### config.mk
export PLATFORM = sky130hd
export DESIGN_NAME = hbcd_hash
export DESIGN_NICKNAME = d
export VERILOG_FILES = /design/src/design/hbcd_pkg.sv /design/src/design/hbcd_hash.sv
export SDC_FILE = /design/constraint.sdc
export NUM_CORES = 1
export LEC_CHECK = 0
export ABC_AREA = 1
export BUFFER_PORTS_ARGS = -buffer_cell sky130_fd_sc_hd__buf_2
export CELL_PAD_IN_SITES_DETAIL_PLACEMENT = 0
export CELL_PAD_IN_SITES_GLOBAL_PLACEMENT = 2
export CORE_MARGIN = 5
export CORE_UTILIZATION = 41
export CTS_BUF_LIST = sky130_fd_sc_hd__clkbuf_4
export DETAILED_ROUTE_END_ITERATION = 16
export PLACE_DENSITY = 0.95
export SLEW_MARGIN = 15
export SYNTH_ARGS = -nofsm -noshare
export SYNTH_HDL_FRONTEND = slang
export SYNTH_SLANG_ARGS = --single-unit
### constraint.sdc
create_clock -name clk -period 7.1 [get_ports clk]
set_input_delay 0.355 -clock clk [delete_from_list [all_inputs] [get_ports clk]]
set_output_delay 0.355 -clock clk [all_outputs]
set_load 0.02 [all_outputs]
### src/design/hbcd_pkg.sv
// ----------------------------------------------------------------------------
// hbcd_pkg
// Shared sizes, opcodes, hash constants and the directory entry layout.
// ----------------------------------------------------------------------------
package hbcd_pkg;

  // sizing
  localparam int ENTRIES = 1024;
  localparam int OWN_W   = 16;
  localparam int ADR_W   = 48;
  localparam int CNT_W   = 32;
  localparam int OP_W    = 3;
  localparam int TOT_W   = 64;

  localparam int IDX_W = $clog2(ENTRIES);
  localparam int LNK_W = $clog2(ENTRIES + 1);
  localparam int REM_W = LNK_W;
  localparam int STP_W = $clog2(ENTRIES + 2);
  localparam int GRD_W = $clog2(3 * ENTRIES + 1);
  localparam int DIF_W = (ADR_W > CNT_W) ? ADR_W : CNT_W;

  // opcodes
  localparam logic [OP_W-1:0] OP_LOOKUP    = OP_W'(0);
  localparam logic [OP_W-1:0] OP_INSTALL   = OP_W'(1);
  localparam logic [OP_W-1:0] OP_INV_KEY   = OP_W'(2);
  localparam logic [OP_W-1:0] OP_INV_RANGE = OP_W'(3);
  localparam logic [OP_W-1:0] OP_INV_OWNER = OP_W'(4);
  localparam logic [OP_W-1:0] OP_FLUSH     = OP_W'(5);

  // multiplicative hash
  localparam logic [63:0] MIX_LBA       = 64'h9E3779B97F4A7C15;
  localparam logic [63:0] MIX_OWNER     = 64'h00000100000001B3;
  localparam int          HASH_SHIFT_HI = 29;
  localparam int          HASH_SHIFT_LO = 13;
  localparam int          HALF_W        = 24;

  // one directory entry, link holds next index + 1, zero ends the chain
  typedef struct packed {
    logic             valid;
    logic             refd;
    logic             prot;
    logic [OWN_W-1:0] owner;
    logic [ADR_W-1:0] addr;
    logic [LNK_W-1:0] link;
  } entry_t;

  localparam int ENTRY_W = $bits(entry_t);

endpackage

### src/design/hbcd_hash.sv
// ----------------------------------------------------------------------------
// hbcd_hash
// Two-stage multiplicative key hash: partial products, then sum and fold.
// ----------------------------------------------------------------------------
module hbcd_hash import hbcd_pkg::*; (
  input  logic             clk,
  input  logic             rst,
  input  logic             start,
  input  logic [OWN_W-1:0] own,
  input  logic [ADR_W-1:0] adr,
  output logic             done,
  output logic [IDX_W-1:0] bucket
);

  localparam logic [HALF_W-1:0] M_LO  = MIX_LBA[HALF_W-1:0];
  localparam logic [HALF_W-1:0] M_HI  = MIX_LBA[2*HALF_W-1:HALF_W];
  localparam logic [HALF_W-1:0] OW_LO = MIX_OWNER[HALF_W-1:0];
  localparam logic [HALF_W-1:0] OW_HI = MIX_OWNER[2*HALF_W-1:HALF_W];

  logic [2*HALF_W-1:0] adr_ext;
  logic [31:0]         own_ext;
  logic [2*HALF_W-1:0] p_ll_c, p_lh_c, p_hl_c;
  logic [HALF_W+31:0]  q_l_c, q_h_c;
  logic [2*HALF_W-1:0] p_ll, q_l;
  logic [HALF_W-1:0]   p_lh, p_hl, q_h;
  logic                stage1;
  logic [2*HALF_W-1:0] h;

  // partial products, only the low bits of the 64-bit hash matter
  always_comb begin
    adr_ext = (2*HALF_W)'(adr);
    own_ext = 32'(own);
    p_ll_c  = adr_ext[HALF_W-1:0] * M_LO;
    p_lh_c  = adr_ext[HALF_W-1:0] * M_HI;
    p_hl_c  = adr_ext[2*HALF_W-1:HALF_W] * M_LO;
    q_l_c   = own_ext * OW_LO;
    q_h_c   = own_ext * OW_HI;
  end

  always_ff @(posedge clk) begin
    p_ll <= p_ll_c;
    p_lh <= p_lh_c[HALF_W-1:0];
    p_hl <= p_hl_c[HALF_W-1:0];
    q_l  <= q_l_c[2*HALF_W-1:0];
    q_h  <= q_h_c[HALF_W-1:0];
  end

  // sum and xor-fold into a bucket index
  always_comb begin
    h = p_ll + {p_lh, {HALF_W{1'b0}}} + {p_hl, {HALF_W{1'b0}}} + q_l
        + {q_h, {HALF_W{1'b0}}};
  end

  always_ff @(posedge clk) begin
    bucket <= (h[HASH_SHIFT_HI +: IDX_W] ^ h[HASH_SHIFT_LO +: IDX_W])
              & IDX_W'(ENTRIES - 1);
  end

  // done flag, registered alongside the hash stages
  always_ff @(posedge clk) begin
    if (rst) begin
      stage1 <= 1'b0;
      done   <= 1'b0;
    end else begin
      stage1 <= start;
      done   <= stage1;
    end
  end

endmodule

==> results of run 1 <==
## layout make-up
class	instances	area share, %
Clock buffer	9	0.305
Sequential cell	105	9.49
Tap cell	672	3.80
Inverter	575	9.74
Clock inverter	7	0.390
Timing Repair Buffer	71	1.67
Multi-Input combinational cell	1752	74.5
Antenna cell	5	0.0565
## state kept, by name, summed over array words and instances (netlist names)
signal	cells
stage1	1
bucket	10
q_l	25
p_hl	15
p_lh	15
p_ll	38
done	1
## cell families after synthesis
family	Yosys count
xor+xnor	116
simple gates	666
buf+inv	575
compound gates	234
fa+ha+maj	736
flops	105
## worst paths after layout
path,start,end,slack [ps]
worst max register to register,p_lh[0]$_DFF_P_,bucket[9]$_DFF_P_,4120
worst max-delay path,adr[8],p_ll[37]$_DFF_P_,1290
worst min-delay path,adr[24],p_hl[0]$_DFF_P_,70
worst min register to register,stage1$_SDFF_PP0_,done$_SDFF_PP0_,420
## timing repair
| item | 4_1_cts | 5_1_grt |
|---|---|---|
| resized for setup | 0 | 0 |
| hold endpoints to repair | 3 | 0 |
| hold buffers | 3 | 0 |
## stage by stage
| step | hold slack (ps) | cell area (um^2) | cells | setup slack (ps) | utilization [%] |
|---|---|---|---|---|---|
| after floorplan | 383 | 20800 | 2432 | 1820 | - |
| after global placement | 395 | 22000 | 3172 | 827 | 43.8 |
| after detailed placement | 401 | 22000 | 3172 | 849 | 43.8 |
| after CTS | 22.4 | 22100 | 3191 | 1380 | 44.1 |
| after global routing | 12.5 | 22200 | 3196 | 1110 | 44.2 |
| final | 70.9 | 22200 | 3196 | 1290 | 44.2 |
## routing by layer
metal  track usage [%]  up-vias
li1                  -     7756
met1              26.7     7448
met2              33.0      247
met3              2.45       60
met4              5.04        0
met5                 0        -
## synth_stat cells, types with 11 or more instances
cell       n
nand2_1  379
nand4_1   17
ha_1     443
nor3_1    11
dfxtp_1  105
inv_1    573
o21ai_0   62
nor2_1   136
a21o_1    13
xnor2_1   47
nand3_1   80
fa_1     293
xor2_1    69
a21oi_1  128
## worst register-to-register path, stage by stage, from the launching register on
cell and delay [ps]:
dfxtp_1 430, fa_1 510, inv_1 50, fa_1 500
inv_1 40, ha_1 300, nand2_1 80, nor2_2 150
nand3_1 180, nor3_1 330, nand3_1 120, nand3_1 120
inv_1 40, nand2_1 50, nand2_1 40
==> metrics.txt, run 1 <==
top_reg_cell synth=dfxtp_1; worst-margin pin slew=599 ps; TritonCTS Sinks=105; pin count of the biggest net entering global routing=20; Yosys top cell area share=28.2%; Tmin final=between 5000 and 6000 ps; CP peak stage delay=660 ps; Yosys top cell by area=fa_1; MaxCap Viol Count=0; Seq/Total Area, Yosys=about a tenth; syn_nets=between 3000 and 4000; Crit path max-delay family=adder cells; post-route setup TNS=0 ps; Hold Crit Depth=1; r2r worst-path depth=14; CTS tree=built; crit start category=input port; post-DR vias/cell=4.85; mean post-synth cell area=~8.5 um^2; row count=82; fill cell count=4965; simple-gate share of the synthesized area=13.5%; critical path class=input port to flip-flop; via count of the routed design=roughly 16000; # Post-CTS Setup Buffers=0; met3 wire len=1980 um; Critical Path Slowest Stage Cell=fa_1; Clock transition at path regs=210 ps; status=complete, no violations; number of remaining DRC errors=0; vias in the first global route=about 17000; slew margin rel.=approximately three fifths; top sig layer=met4; fraction of layout cells with a size suffix above 1=roughly 4.6%; # H-tree levels=3; global route overflow=0; Area Growth Syn to Fin=6.63%; aggregate global-route resource usage=19.5%; Register Area=0.00210 mm^2; DR pass1 iterations=5; die width=235 um; mux cell area share after synthesis=0%; I/O pins=78; multi-input logic area=0.0165 mm^2; Synth Warn #=0; CP bufs+invs=3; PortBufs=68; Routed WL=52300 um; Initial Util=roughly two fifths; most common cell after layout, fill and taps aside=inv_1; initial antenna violation count=1; Root Driver=clkbuf_4; met1 wire length=24400 um; ys async rst share=0%; Final Hold Viols=0; largest family of logic cells by synthesized area=adder cells; hold crit path type=input port to flip-flop; CP Cell Sequence=buf_2 > inv_1 > fa_1 > fa_1 > fa_1 > inv_1 > fa_1 > fa_1 > fa_1 > fa_1 > ha_1 > a21oi_1 > nor2_1 > nor2_1 > o21ai_0 > a21oi_1 > nand3_1 > nand2_1 > nand2_1; nets=3317; Die ar.=0.0553 mm^2; Worst setup EP type=flip-flop; FF+latch count, synth=roughly 110; Cells after Synth=approximately 2400; Synth Area in XOR/XNOR=4.89%; cell mode on critical path=fa_1; Cell variety after synth=39; metal2 WL=24400 um; core area=0.0502 mm^2; Worst Path Arrival=6170 ps; Worst-Skew Late Latency=510 ps; Final Max Slew Viols=0; fin crit share=81.9%; ranking of synthesized cells by area=fa_1 28%, ha_1 27%, inv_1 10%, dfxtp_1 10%, nand2_1 6.8%; first-pass GRT wire length=87600 um; height of the die=235 um; unrepaired setup endpoints after global routing=false; clock buffers created by TritonCTS=9; Crit path depth=19; Clock Path Buffers=2; synthesized area=0.0208 mm^2; critical path fanouts, max=8; Final Skew=52.7 ps; most frequent cells in the layout=573 x inv_1, 443 x ha_1, 379 x nand2_1; Final ANT Viol Nets=0; hpwl dp=47700 um; # setup viols final=0; Synth Area in Compound Gates=6.18%; DR WL/cell=16.4 um; adder-cell share of the synthesized area=54.9%; EDFF count, synth=0; critical path required time=7460 ps; Iteration-0 DRC Markers=just under 900; placer congestion estimate=0.948; fmax=172 MHz
Power of run 1 is not shown: default switching activity piles up to over one toggle a cycle in this logic, so the estimate is an artifact.
==> run 2: changes to the inputs <==
Settings changed: CORE_UTILIZATION 41 to 37, PLACE_DENSITY 0.95 to 0.92.
Clock period 7.1 ns to 5.2 ns, I/O delays scaled along.
==> run 2 against run 1 <==
Via count up 5.8%; clock-buffer cell count unchanged; final cell count up 8.0%; setup slack worse by 1200 ps; sequential cell count unchanged; wire length up 13%; critical path type unchanged; critical path depth unchanged; critical endpoint is now p_ll[35]$_DFF_P_; worst hold slack better by 52 ps; register-to-register slack worse by 1900 ps; first-iteration DRC count down 17%.
==> metrics.txt, run 2 (synthesis gave the netlist of run 1 again) <==
post-DR vias/cell=4.75 (-2.1%); critical path required time=5650 ps (-1810 ps); aggregate global-route resource usage=20.1% (+0.53 points); Final Hold Viols=0 (unchanged); Final ANT Viol Nets=0 (unchanged); r2r worst-path depth=13 (-1); initial antenna violation count=1 (unchanged); status=complete, no violations; Most flops, register=p_ll; # H-tree levels=3 (unchanged); crit start category=input port; most frequent cells in the layout=565 x inv_1, 436 x ha_1, 377 x nand2_1; most common cell after layout, fill and taps aside=inv_1; Area Growth Syn to Fin=14.4%; post-route setup TNS=0 ps (unchanged); Die ar.=0.0610 mm^2 (+10%); Worst-Skew Late Latency=530 ps (+20 ps); via count of the routed design=16403 (+5.8%); Worst Path Arrival=5530 ps (-640 ps); Register Area=0.00210 mm^2 (unchanged); hpwl dp=54200 um (+14%); R2R setup slack=2210 ps (-1910 ps); critical path fanouts, max=4 (-4); Reg2Reg Capture Point=bucket[1]$_DFF_P_; cell mode on critical path=fa_1; pin count of the biggest net entering global routing=19 (-5.0%); critical path class=input port to flip-flop; CTS tree=built; core area=0.0553 mm^2 (+10%); # setup viols final=0 (unchanged); number of remaining DRC errors=0 (unchanged); clock buffers created by TritonCTS=9 (unchanged); Largest register FFs=38 (unchanged); GR Util met2=34.2% (+1.1 points); met3 Use GR=4.28% (+1.8 points); I/O pins=78 (unchanged); hold crit path type=input port to flip-flop; Final Skew=66.3 ps (+13.7 ps); placer congestion estimate=0.908 (-4.3%); DR pass1 iterations=5 (unchanged); first-pass GRT wire length=95200 um (+8.7%); Tmin final=between 5000 and 6000 ps; RR Startpoint=p_ll[24]$_DFF_P_; CP endpoint=p_ll[35]$_DFF_P_; final setup margin=112 ps (-1180 ps); PortBufs=68 (unchanged); worst-margin pin slew=587 ps (-12.1 ps); M1 GR Usage=26.4% (-0.25 points); placed insts=3430 (+8.1%); critical path startpoint=adr[11]; slew margin rel.=60.5% (+0.82 points); fin crit share=97.8%; Root Driver=clkbuf_4; MaxCap Viol Count=0 (unchanged); Critical Path Slowest Stage Cell=fa_1; Largest regs=p_ll x38, q_l x25; die width=247 um (+5.0%); Clock Path Buffers=2 (unchanged); Clock transition at path regs=180 ps (-30 ps); most used routing layer=met2; fmax=just under 200 MHz; TritonCTS Sinks=105 (unchanged); CP Cell Sequence=buf_2 > inv_1 > fa_1 > fa_1 > fa_1 > inv_1 > fa_1 > fa_1 > fa_1 > fa_1 > ha_2 > nand2_1 > nor2_1 > inv_1 > buf_4 > nor2_1 > nand3_2 > nand2_1 > xor2_1; Final Max Slew Viols=0 (unchanged); fill cell count=5567 (+12%); height of the die=247 um (+5.0%); multi-input logic area=0.0167 mm^2 (+0.83%); Routed WL=59100 um (+13%); unrepaired setup endpoints after global routing=true; vias in the first global route=17827 (+6.2%); post-place setup slack=-598 ps (-1450 ps); Initial Util=37.6% (-3.8 points); nets=3501 (+5.5%); Iteration-0 DRC Markers=727 (-17%); CP peak stage delay=560 ps (-100 ps); Min Hold Slack=122 ps (+51.6 ps); DR WL/cell=17.1 um (+4.6%); Worst setup EP type=flip-flop; non-filler cells, final=3452 (+8.0%); fraction of layout cells with a size suffix above 1=12.2% (+7.6 points); global route overflow=0 (unchanged); row count=86 (+4.9%)
-- run 2: changes by cell type in the layout (fill, tap and decap cells not counted), moves of 7 or more --
cell,change
inv_2,+8
buf_4,+180
nor2_1,-10
nor2_2,+9
inv_1,-8
ha_1,-7
-- run 2: worst min-delay path by stage --
stage                      startpoint              end  slack (ps)  cells after the start
floorplan                     adr[24]  p_hl[0]$_DFF_P_         290                      0
global placement    stage1$_SDFF_PP0_  done$_SDFF_PP0_         400                      2
detailed placement  stage1$_SDFF_PP0_  done$_SDFF_PP0_         400                      2
CTS                            adr[0]  p_lh[0]$_DFF_P_          80                      2
global route                   adr[0]  p_lh[0]$_DFF_P_          80                      2
finish                         own[1]   q_l[1]$_DFF_P_         120                      2
-- run 2: cell type report --
class                   instances  share of cell area [%]
clock inverters                 7                   0.316
multi-input cells            1752                    70.0
inverters                     575                    9.08
clock buffers                   9                   0.284
diodes                          1                  0.0105
well taps                     748                    3.94
repair buffers                255                    7.49
flip-flops and latches        105                    8.84
-- run 2: per-layer routing --
metal,up-vias,part of all wire (%)
li1,8108,-
met1,7931,45
met2,309,47
met3,55,6.1
met4,0,2.2
met5,-,0
-- run 2: what timing repair did --
action                     CTS  global route
setup endpoints to repair    1            16
hold endpoints to repair     5             0
setup buffers                0             0
pin swaps                    0            11
gates resized for setup      1            42
hold buffers                 5             0
-- run 2: critical path, delay by kind of cell --
family / cells / cell delay [ps]
buf+inv: 5 / 570
fa+ha+maj: 8 / 3830
xor+xnor: 1 / 140
simple gates: 5 / 740
-- run 2: metrics by stage --
stage	area (um^2)	util, %
global route	23800	43.0
CTS	23600	42.7
detailed placement	23400	42.4
global placement	23400	42.4
finish	23800	43.0
floorplan	20800	-
Power of run 2 is left out for the same reason.
