File: src/design/hbcd_ram.sv
// ----------------------------------------------------------------------------
// hbcd_ram
// Generic one-write one-read synchronous RAM with registered read data.
// ----------------------------------------------------------------------------
module hbcd_ram #(
  parameter int WIDTH = 8,
  parameter int DEPTH = 16
) (
  input  logic                     clk,
  input  logic                     we,
  input  logic [$clog2(DEPTH)-1:0] waddr,
  input  logic [WIDTH-1:0]         wdata,
  input  logic [$clog2(DEPTH)-1:0] raddr,
  output logic [WIDTH-1:0]         rdata
);

  logic [WIDTH-1:0] mem [DEPTH];

  // write port and registered read port
  always_ff @(posedge clk) begin
    if (we) begin
      mem[waddr] <= wdata;
    end
    rdata <= mem[raddr];
  end

endmodule

File: config.mk
export PLATFORM = sky130hd
export DESIGN_NAME = hbcd_ram
export DESIGN_NICKNAME = d
export VERILOG_FILES = /design/src/design/hbcd_ram.sv
export SDC_FILE = /design/constraint.sdc
export NUM_CORES = 1
export LEC_CHECK = 0
export ABC_AREA = 0
export BUFFER_PORTS_ARGS = -buffer_cell sky130_fd_sc_hd__buf_2
export CORE_MARGIN = 3
export CORE_UTILIZATION = 65
export DETAILED_ROUTE_END_ITERATION = 12
export PLACE_DENSITY = 0.81
export SYNTH_ARGS = -nofsm -noshare
export SYNTH_HDL_FRONTEND = slang
export SYNTH_SLANG_ARGS = --single-unit
File: constraint.sdc
create_clock -name clk -period 5.1 [get_ports clk]
set_input_delay 1.275 -clock clk [delete_from_list [all_inputs] [get_ports clk]]
set_output_delay 1.275 -clock clk [all_outputs]
set_load 0.01 [all_outputs]
==> flow_metrics.tcl, run 1 <==
set metrics [dict create \
    grt_first_pass_wirelength_um 15500 \
    ys_types 19 \
    vias_per_cell 6.44 \
    gp_congestion 0.732 \
    nNetsFinal 284 \
    cts_root_buffer "clkbuf_8" \
    clkLatencyLatePin_ns 0.51 \
    fin_setup_tns_ns 0 \
    track_usage 0.259 \
    worst-setup-path-type "in2reg" \
    yosysWarnings 0 \
    worstPathCellList "buf_2 -> mux4_1 -> a22oi_1 -> nand2_1" \
    ys_ff_latch 136 \
    crit_required_ns 5.48 \
    start_util 0.691 \
    die_w_um 95.0 \
    slew_headroom 0.304 \
    die_height_um 95.0 \
    outcome "complete, no violations" \
    rows 31 \
    wirelength_um 9950 \
    post-dp-hpwl_um 5680 \
    clkTransAtPathRegs_ns 0.06 \
    holdBufCountCts 0 \
    async_flop_share 0 \
    maxClockFrequency_mhz 360 \
    postSynthCellCount 229 \
    io_buffers 25 \
    post_cts_resized 0 \
    cts_tree "yes" \
    cellLeakagePower_nw 1.99 \
    critPathLaunchType "input port" \
    finalSetupViolCount 0 \
    rsz0062_at_grt "false" \
    report.final.slew_viol_count 0 \
    final_cell_mix "edfxtp_1 (128), buf_2 (25), mux4_2 (18)" \
    syn_area_sq_um 5150 \
    grt_pass1_vias 2554 \
    crit_slowest_cell "buf_2" \
    ys_seq_area_frac 0.778 \
    ys.flop_type "edfxtp_1" \
    cp.arrival_ns 3.16 \
    die-area_sq_um 9020 \
    hold_violations 0 \
    fin_crit_sh 0.545 \
    htree_levels 4 \
    slowest_delay_ns 0.78 \
    grt_max_degree 33 \
    synth_nets 247 \
    preCtsSetupSlack_ns 1.75 \
    area_delta_synth_final_pct 15.1 \
    grt_antenna_before_repair 0 \
    postRouteAntennaNets 0 \
    numCtsBuffers 17 \
    powerDensity_nw_per_um2 432 \
    via_count 2434 \
    cts_sinks 136 \
    synth_edf_count 128 \
    fin_crit_ns 2.78 \
    critPathCaptureType "flop" \
    drc_errors 0 \
    ir_worst_vdd_v 0.000303 \
    cts_setup_buffers 0 \
    antenna_cells 0 \
    power_mw 2.56 \
    dr.pass1.iters 4 \
    path_max_fanout 32 \
    worst_pin_slew_ns 1.04 \
    drive_gt1_frac 0.276 \
    maxCapViolCount 0 \
    post_drt_wl_per_cell_um 26.3 \
    io_pins 26 \
    core_sq_um 7450 \
    overflow 0 \
    fin_ws_ns 2.32 \
    first_iter_violations 196 \
    clockBufferDepth 2 \
    avgSynthCellArea_sq_um 22.5 \
    fin_skew_ns 0.00878 \
    hp-class "reg2reg" \
    layout_commonest_cell "edfxtp_1" \
]
[synth_stat cells (2+ instances only)]
master,number,area share
edfxtp_1,128,0.75
mux4_2,18,0.079
a22oi_1,16,0.023
mux4_1,14,0.071
nor2_1,13,0.0095
nand2_1,9,0.0066
dfxtp_1,8,0.031
nor3_1,4,0.0039
buf_2,3,0.0029
buf_6,3,0.0066
clkdlybuf4s25_2,3,0.0058
nand2b_1,2,0.0024
nand3b_1,2,0.0029
[where the power goes]
group	internal (mW)	switching (mW)
Sequential	1.25	0.00884
Combinational	0.0450	0.0657
Clock	0.758	0.434
Total	2.05	0.508
[worst max-delay path, delay by kind of cell]
kind                   cells  cell delay [ns]
buffers and inverters      1             0.78
multiplexers               1             0.68
AO/OA/AOI/OAI              1             0.30
AND/OR/NAND/NOR            1             0.11
[cell families (layout without fill, tap and decap cells)]
kind of cell	after synthesis	in the layout	synth area share
flip-flops	136	136	0.778
buffers and inverters	10	60	0.0168
AO/OA/AOI/OAI	16	16	0.0233
AND/OR/NAND/NOR	35	35	0.0318
multiplexers	32	32	0.150
[sequential cells by signal (all words and copies together) (netlist names)]
register	cells
rdata	8
mem	128
[path summary, 6_finish.rpt]
check                                end        from  depth (start not counted)  slack, ns
worst max-delay path            rdata[2]    raddr[0]                          4       2.32
worst min-delay path            rdata[6]  mem[15][6]                          3       0.68
worst max register to register  rdata[2]   mem[3][2]                          3       3.65
worst min register to register  rdata[6]  mem[15][6]                          3       0.68
[per-layer routing]
layer,global-route usage,share of wire,vias up
met5,0,0,-
met4,0.0986,0.0094,0
met3,0.0629,0.071,8
met2,0.400,0.51,105
met1,0.367,0.41,1274
li1,-,-,1047
[final cells by class]
| type | count | area (sq um) |
|---|---|---|
| Clock buffer | 21 | 439 |
| Tap cell | 99 | 124 |
| Timing Repair Buffer | 28 | 148 |
| Fill cell | 388 | 1520 |
| Multi-Input combinational cell | 83 | 1060 |
| Clock inverter | 11 | 149 |
| Sequential cell | 136 | 4000 |
[through the flow]
step	hold slack (ns)	instances	utilization	area, sq um
global route	0.702	378	0.796	5930
detailed placement	0.665	346	0.716	5330
finish	0.675	378	0.796	5930
global placement	0.645	346	0.716	5330
CTS	0.675	378	0.795	5920
floorplan	0.629	229	-	5150
No activity file was read; power rests on OpenSTA's default activity.
==> run 2, diff against run 1 <==
--- a/config.mk
+++ b/config.mk
@@ -8,9 +8,9 @@
 export ABC_AREA = 0
 export BUFFER_PORTS_ARGS = -buffer_cell sky130_fd_sc_hd__buf_2
 export CORE_MARGIN = 3
-export CORE_UTILIZATION = 65
+export CORE_UTILIZATION = 54
 export DETAILED_ROUTE_END_ITERATION = 12
-export PLACE_DENSITY = 0.81
+export PLACE_DENSITY = 0.71
 export SYNTH_ARGS = -nofsm -noshare
 export SYNTH_HDL_FRONTEND = slang
 export SYNTH_SLANG_ARGS = --single-unit
==> constraint.sdc (replaced) <==
create_clock -name clk -period 2.5 [get_ports clk]
set_input_delay 0.625 -clock clk [delete_from_list [all_inputs] [get_ports clk]]
set_output_delay 0.625 -clock clk [all_outputs]
set_load 0.01 [all_outputs]
==> run 2 against run 1 <==
Net effect: routed wire length down 0.52%; worst hold slack worse by 0.18 ns; design area up 2.5%; highest routed layer unchanged; power up 98%; non-clock buffer count up 17; largest power group unchanged; critical path type is now reg2out; register-to-register slack worse by 2.6 ns; sequential cell count unchanged; final cell count up 12%; clock power up 91%; critical endpoint is now rdata[4]; clock-buffer cell count down 2; via count up 0.33%.
==> flow_metrics.tcl, run 2 (same netlist as run 1, synthesis figures left out) <==
set metrics [dict create \
    wirelength_um 9900 \
    first_iter_violations 177 \
    postRouteAntennaNets 0 \
    die_height_um 104 \
    drive_gt1_frac 0.321 \
    fill_cells 565 \
    rows 34 \
    cp.arrival_ns 1.01 \
    cts_tree "yes" \
    cp-startpoint "rdata[4]" \
    io_pins 26 \
    hp-class "in2reg" \
    io_buffers 25 \
    rsz0062_at_grt "false" \
    top_regs "mem x128, rdata x8" \
    outcome "complete, no violations" \
    htree_levels 4 \
    start_util 0.573 \
    grt_first_pass_wirelength_um 15600 \
    layout_commonest_cell "edfxtp_1" \
    worst_pin_slew_ns 0.814 \
    die_w_um 104 \
    grt_max_degree 33 \
    fin_crit_sh 0.654 \
    post_drt_wl_per_cell_um 23.5 \
    crit_buf_inv 1 \
    gp_congestion 0.736 \
    vias_per_cell 5.79 \
    fin_setup_tns_ns 0 \
    cellLeakagePower_nw 2.07 \
    finalSetupViolCount 0 \
    powerDensity_nw_per_um2 835 \
    cp_num_cells 1 \
    path_max_fanout 1 \
    largest_reg_flops 128 \
    worst-setup-path-type "reg2out" \
    area_delta_synth_final_pct 18.0 \
    maxCapViolCount 0 \
    overflow 0 \
    worstPathCellList "buf_2" \
    top_register "mem" \
    grt_antenna_before_repair 0 \
    fin_crit_ns 1.64 \
    report.final.slew_viol_count 0 \
    hold_violations 0 \
    cp-endpoint "rdata[4]" \
    seq_area_sq_um 4000 \
    cts_root_buffer "clkbuf_8" \
    slew_headroom 0.455 \
    placed_cell_area_sq_um 5520 \
    antenna_cells 0 \
    slowest_delay_ns 0.37 \
    ff2ff_setup_slack_ns 1.10 \
    nNetsFinal 301 \
    post-dp-hpwl_um 6080 \
    worstRegToRegCells 3 \
    via_count 2442 \
    numCtsBuffers 17 \
    die-area_sq_um 10700 \
    critPathLaunchType "flop" \
    dr.pass1.iters 4 \
    power_mw 5.07 \
    grt_pass1_vias 2582 \
    post_cts_resized 0 \
    clkTransAtPathRegs_ns 0.06 \
    drc_errors 0 \
    crit_required_ns 1.88 \
    clkLatencyLatePin_ns 0.51 \
    r2r_end "rdata[1]" \
    multiInputGateArea_sq_um 1060 \
    holdBufCountCts 0 \
    maxClockFrequency_mhz 611 \
    critPathTopFamily "flip-flops" \
    ir_worst_vdd_v 0.000615 \
    track_usage 0.203 \
    critPathCaptureType "primary output" \
    r2r-start "mem[1][1]" \
    holdWs_ns 0.499 \
    cts_sinks 136 \
    final_cell_mix "edfxtp_1 (128), buf_2 (25), mux4_2 (18), buf_4 (18)" \
    clockBufferDepth 2 \
    fin_area_sq_um 6070 \
    core_sq_um 8980 \
    cts_setup_buffers 0 \
    fin_skew_ns 0.0168 \
    crit_slowest_cell "dfxtp_1" \
]
-- run 2: cell type report --
cell class	instances	area share
Timing Repair Buffer	45	0.0494
Clock inverter	13	0.0202
Clock buffer	19	0.0711
Multi-Input combinational cell	83	0.174
Tap cell	126	0.0260
Sequential cell	136	0.659
-- run 2: through the flow --
step,util,instances,setup WS [ns]
final,0.677,422,0.864
after global placement,0.615,390,0.408
after floorplan,-,229,0.382
after global routing,0.677,422,0.804
after detailed placement,0.615,390,0.376
after CTS,0.677,422,0.817
-- run 2: worst min path at each step --
stage / from / to / slack (ns) / cells past startpoint
2_1_floorplan: mem[7][0] / rdata[0] / 0.63 / 3
3_3_place_gp: mem[14][7] / rdata[7] / 0.64 / 3
3_5_place_dp: mem[15][7] / rdata[7] / 0.66 / 3
4_1_cts: wdata[0] / mem[7][0] / 0.48 / 1
5_1_grt: wdata[0] / mem[3][0] / 0.49 / 1
6_report: wdata[5] / mem[4][5] / 0.50 / 1
-- run 2: metal layers --
layer,vias up,routed length (um),global-route usage
met5,-,0,0
met4,0,47,0.0570
met3,2,719,0.0628
met2,88,5190,0.324
met1,1268,3940,0.274
li1,1084,-,-
-- run 2: report_power, final --
part	switching (mW)	leakage, nW	internal, mW
logic	0.135	0.585	0.103
registers	0.0174	1.22	2.55
clock network	0.916	0.261	1.35
==> run 3, diff against run 2 <==
==> config.mk (replaced) <==
export PLATFORM = sky130hd
export DESIGN_NAME = hbcd_ram
export DESIGN_NICKNAME = d
export VERILOG_FILES = /design/src/design/hbcd_ram.sv
export SDC_FILE = /design/constraint.sdc
export NUM_CORES = 1
export LEC_CHECK = 0
export ABC_AREA = 1
export BUFFER_PORTS_ARGS = -buffer_cell sky130_fd_sc_hd__buf_2
export CORE_MARGIN = 3
export CORE_UTILIZATION = 55
export DETAILED_ROUTE_END_ITERATION = 12
export PLACE_DENSITY = 0.72
export SYNTH_ARGS = -nofsm -noshare
export SYNTH_HDL_FRONTEND = slang
export SYNTH_SLANG_ARGS = --single-unit
==> constraint.sdc (replaced) <==
create_clock -name clk -period 1.3 [get_ports clk]
set_input_delay 0.325 -clock clk [delete_from_list [all_inputs] [get_ports clk]]
set_output_delay 0.325 -clock clk [all_outputs]
set_load 0.01 [all_outputs]
==> run 3 against run 2 <==
Net effect: the flow now finishes with violations (negative setup slack); sequential share of layout area shrank 6.6 points; worst hold slack lost 0.34 ns; synthesized cell count grew 140%; clock-buffer cell count grew 2; largest cell class unchanged; highest routed layer unchanged; power grew 96%.
==> flow_metrics.tcl, run 3 <==
set metrics [dict create \
    maxCapViolCount 0 \
    synth-compound-area-share 0 \
    path_max_fanout 1 \
    clockBufferDepth 2 \
    report.final.slew_viol_count 0 \
    syn_area_sq_um 5770 \
    post-dp-hpwl_um 7740 \
    fin_skew_ns 0.00617 \
    layout_commonest_cell "nand2_1" \
    grt_max_degree 33 \
    hp-class "in2reg" \
    ys_types 12 \
    grt_pass1_vias 3714 \
    slew_headroom 0.756 \
    top_register "mem" \
    final_core_util 0.676 \
    synth-simple-area-share 0.210 \
    postRouteAntennaNets 0 \
    synth.area.mux_share 0 \
    io_buffers 25 \
    cp-startpoint "rdata[1]" \
    critPathTopFamily "flip-flops" \
    htree_levels 4 \
    fin_crit_ns 1.30 \
    slowest_delay_ns 0.36 \
    top_regs "mem x128, rdata x8" \
    postSynthCellCount 551 \
    ys_top_cells_by_count "nand2_1 (173), edfxtp_1 (128), inv_1 (100), nand3_1 (97), nor2_1 (17)" \
    worst-setup-path-type "reg2out" \
    via_count 3783 \
    fin_area_sq_um 6760 \
    worstPathCellList "buf_6" \
    preCtsSetupSlack_ns -0.126 \
    ys.flop_type "edfxtp_1" \
    drive_gt1_frac 0.141 \
    placed_cell_area_sq_um 6180 \
    ys_ff_latch 136 \
    finalSetupViolCount 2 \
    worst_pin_slew_ns 0.366 \
    die_w_um 108 \
    fin_ws_ns -0.00356 \
    synth.most_common_cell "nand2_1" \
    r2r-start "mem[5][6]" \
    cellLeakagePower_nw 2.95 \
    crit_required_ns 0.98 \
    crit_slowest_cell "dfxtp_2" \
    yosys.area.top_type_share 0.667 \
    violations "negative setup slack" \
    ir_worst_vdd_v 0.000722 \
    synth_edf_count 128 \
    numCtsBuffers 17 \
    yosys-top-cells-area "edfxtp_1 (67%), nand2_1 (11%), nand3_1 (8.4%)" \
    core_sq_um 10000 \
    antenna_cells 0 \
    vias_per_cell 5.08 \
    critPathCaptureType "primary output" \
    cts_tree "yes" \
    cts_sinks 136 \
    overflow 0 \
    yosysWarnings 0 \
    final_cell_mix "nand2_1 (173), edfxtp_1 (128), inv_1 (100)" \
    clkTransAtPathRegs_ns 0.06 \
    drc_errors 0 \
    min_from "raddr[3]" \
    synth_xor_area_frac 0 \
    nNetsFinal 617 \
    ys_seq_area_frac 0.694 \
    grt_first_pass_wirelength_um 19900 \
    synth_fa_ha_area_frac 0 \
    cts_root_buffer "clkbuf_8" \
    grt_antenna_before_repair 0 \
    holdBufCountCts 0 \
    die-area_sq_um 11700 \
    critPathLaunchType "flop" \
    rsz0062_at_grt "true" \
    io_pins 26 \
    dr.pass1.iters 5 \
    cp.arrival_ns 0.98 \
    rows 36 \
    fin_setup_tns_ns -0.00407 \
    track_usage 0.236 \
    maxClockFrequency_mhz 767 \
    outcome "finished with violations" \
    synth_area_leader_cell "edfxtp_1" \
    start_util 0.577 \
    post_drt_wl_per_cell_um 16.9 \
    avgSynthCellArea_sq_um 10.5 \
    area_delta_synth_final_pct 17.2 \
    synth_nets 569 \
    async_flop_share 0 \
    clkLatencyLatePin_ns 0.51 \
    ff2ff_setup_slack_ns 0.26 \
    powerDensity_nw_per_um2 1480 \
    first_iter_violations 351 \
    final-instance-count-excl-fill 744 \
    synth_top_family_by_area "simple AND/OR/NAND/NOR gates" \
    gp_congestion 0.827 \
    wirelength_um 12600 \
    fin_crit_sh 1.00 \
    die_height_um 108 \
    hold_violations 0 \
    place_inst 713 \
    largest_reg_flops 128 \
    crit_buf_inv 1 \
]
-- run 3: cell count changes after synthesis, sizes merged, moves of 2 or more --
| cell | previous run | this run |
|---|---|---|
| nand2 | 9 | 173 |
| inv | 0 | 102 |
| nand3 | 1 | 97 |
| mux4 | 32 | 0 |
| buf | 7 | 24 |
| a22oi | 16 | 0 |
| nor2 | 13 | 17 |
| nor3 | 4 | 0 |
| clkdlybuf4s25 | 3 | 0 |
| nand2b | 2 | 0 |
-- run 3: layout make-up --
cell class              count  area (sq um)
clock buffers              21           429
clock inverters            10           105
fillers                   767          3240
inverters                 102           383
multi-input cells         289          1210
flip-flops and latches    136          4010
well taps                 133           166
repair buffers             53           448
-- run 3: logic make-up after synthesis --
| family | count (synthesis) |
|---|---|
| and+or+nand+nor | 289 |
| buffers and inverters | 126 |
| DFF | 136 |
-- run 3: repair_timing --
action,CTS,global route
endpoints found under the setup margin,6,6
resized for setup,11,1
buffers inserted,0,0
-- run 3: worst paths after layout --
| kind | depth (start not counted) | to |
|---|---|---|
| setup / recovery | 1 | rdata[1] |
| hold / removal | 3 | rdata[6] |
| setup reg to reg | 6 | rdata[6] |
| hold reg to reg | 6 | rdata[7] |
-- run 3: metrics by stage --
stage	power [mW]	hold WS, ns
6_report	9.97	0.157
5_1_grt	10.3	0.154
4_1_cts	10.0	0.144
3_5_place_dp	5.66	0.660
3_3_place_gp	5.64	0.643
2_1_floorplan	5.38	0.424
-- run 3: tightest hold or removal path: stages --
cell and delay, ns:
buf_2 0.16, nand3_1 0.10, nand2_1 0.04
-- run 3: metal layers --
layer,share of wire,track usage,vias to the layer above,routed length [um]
li1,-,-,1864,-
met5,0,0,-,0
met4,0.022,0.0938,0,272
met2,0.51,0.398,147,6450
met1,0.40,0.296,1753,5040
met3,0.066,0.0549,19,827
-- run 3: where the power goes --
| group | total, mW | internal, mW | switching [mW] |
|---|---|---|---|
| clock network | 4.36 | 2.69 | 1.67 |
| logic | 0.659 | 0.232 | 0.427 |
| registers | 4.95 | 4.91 | 0.0419 |
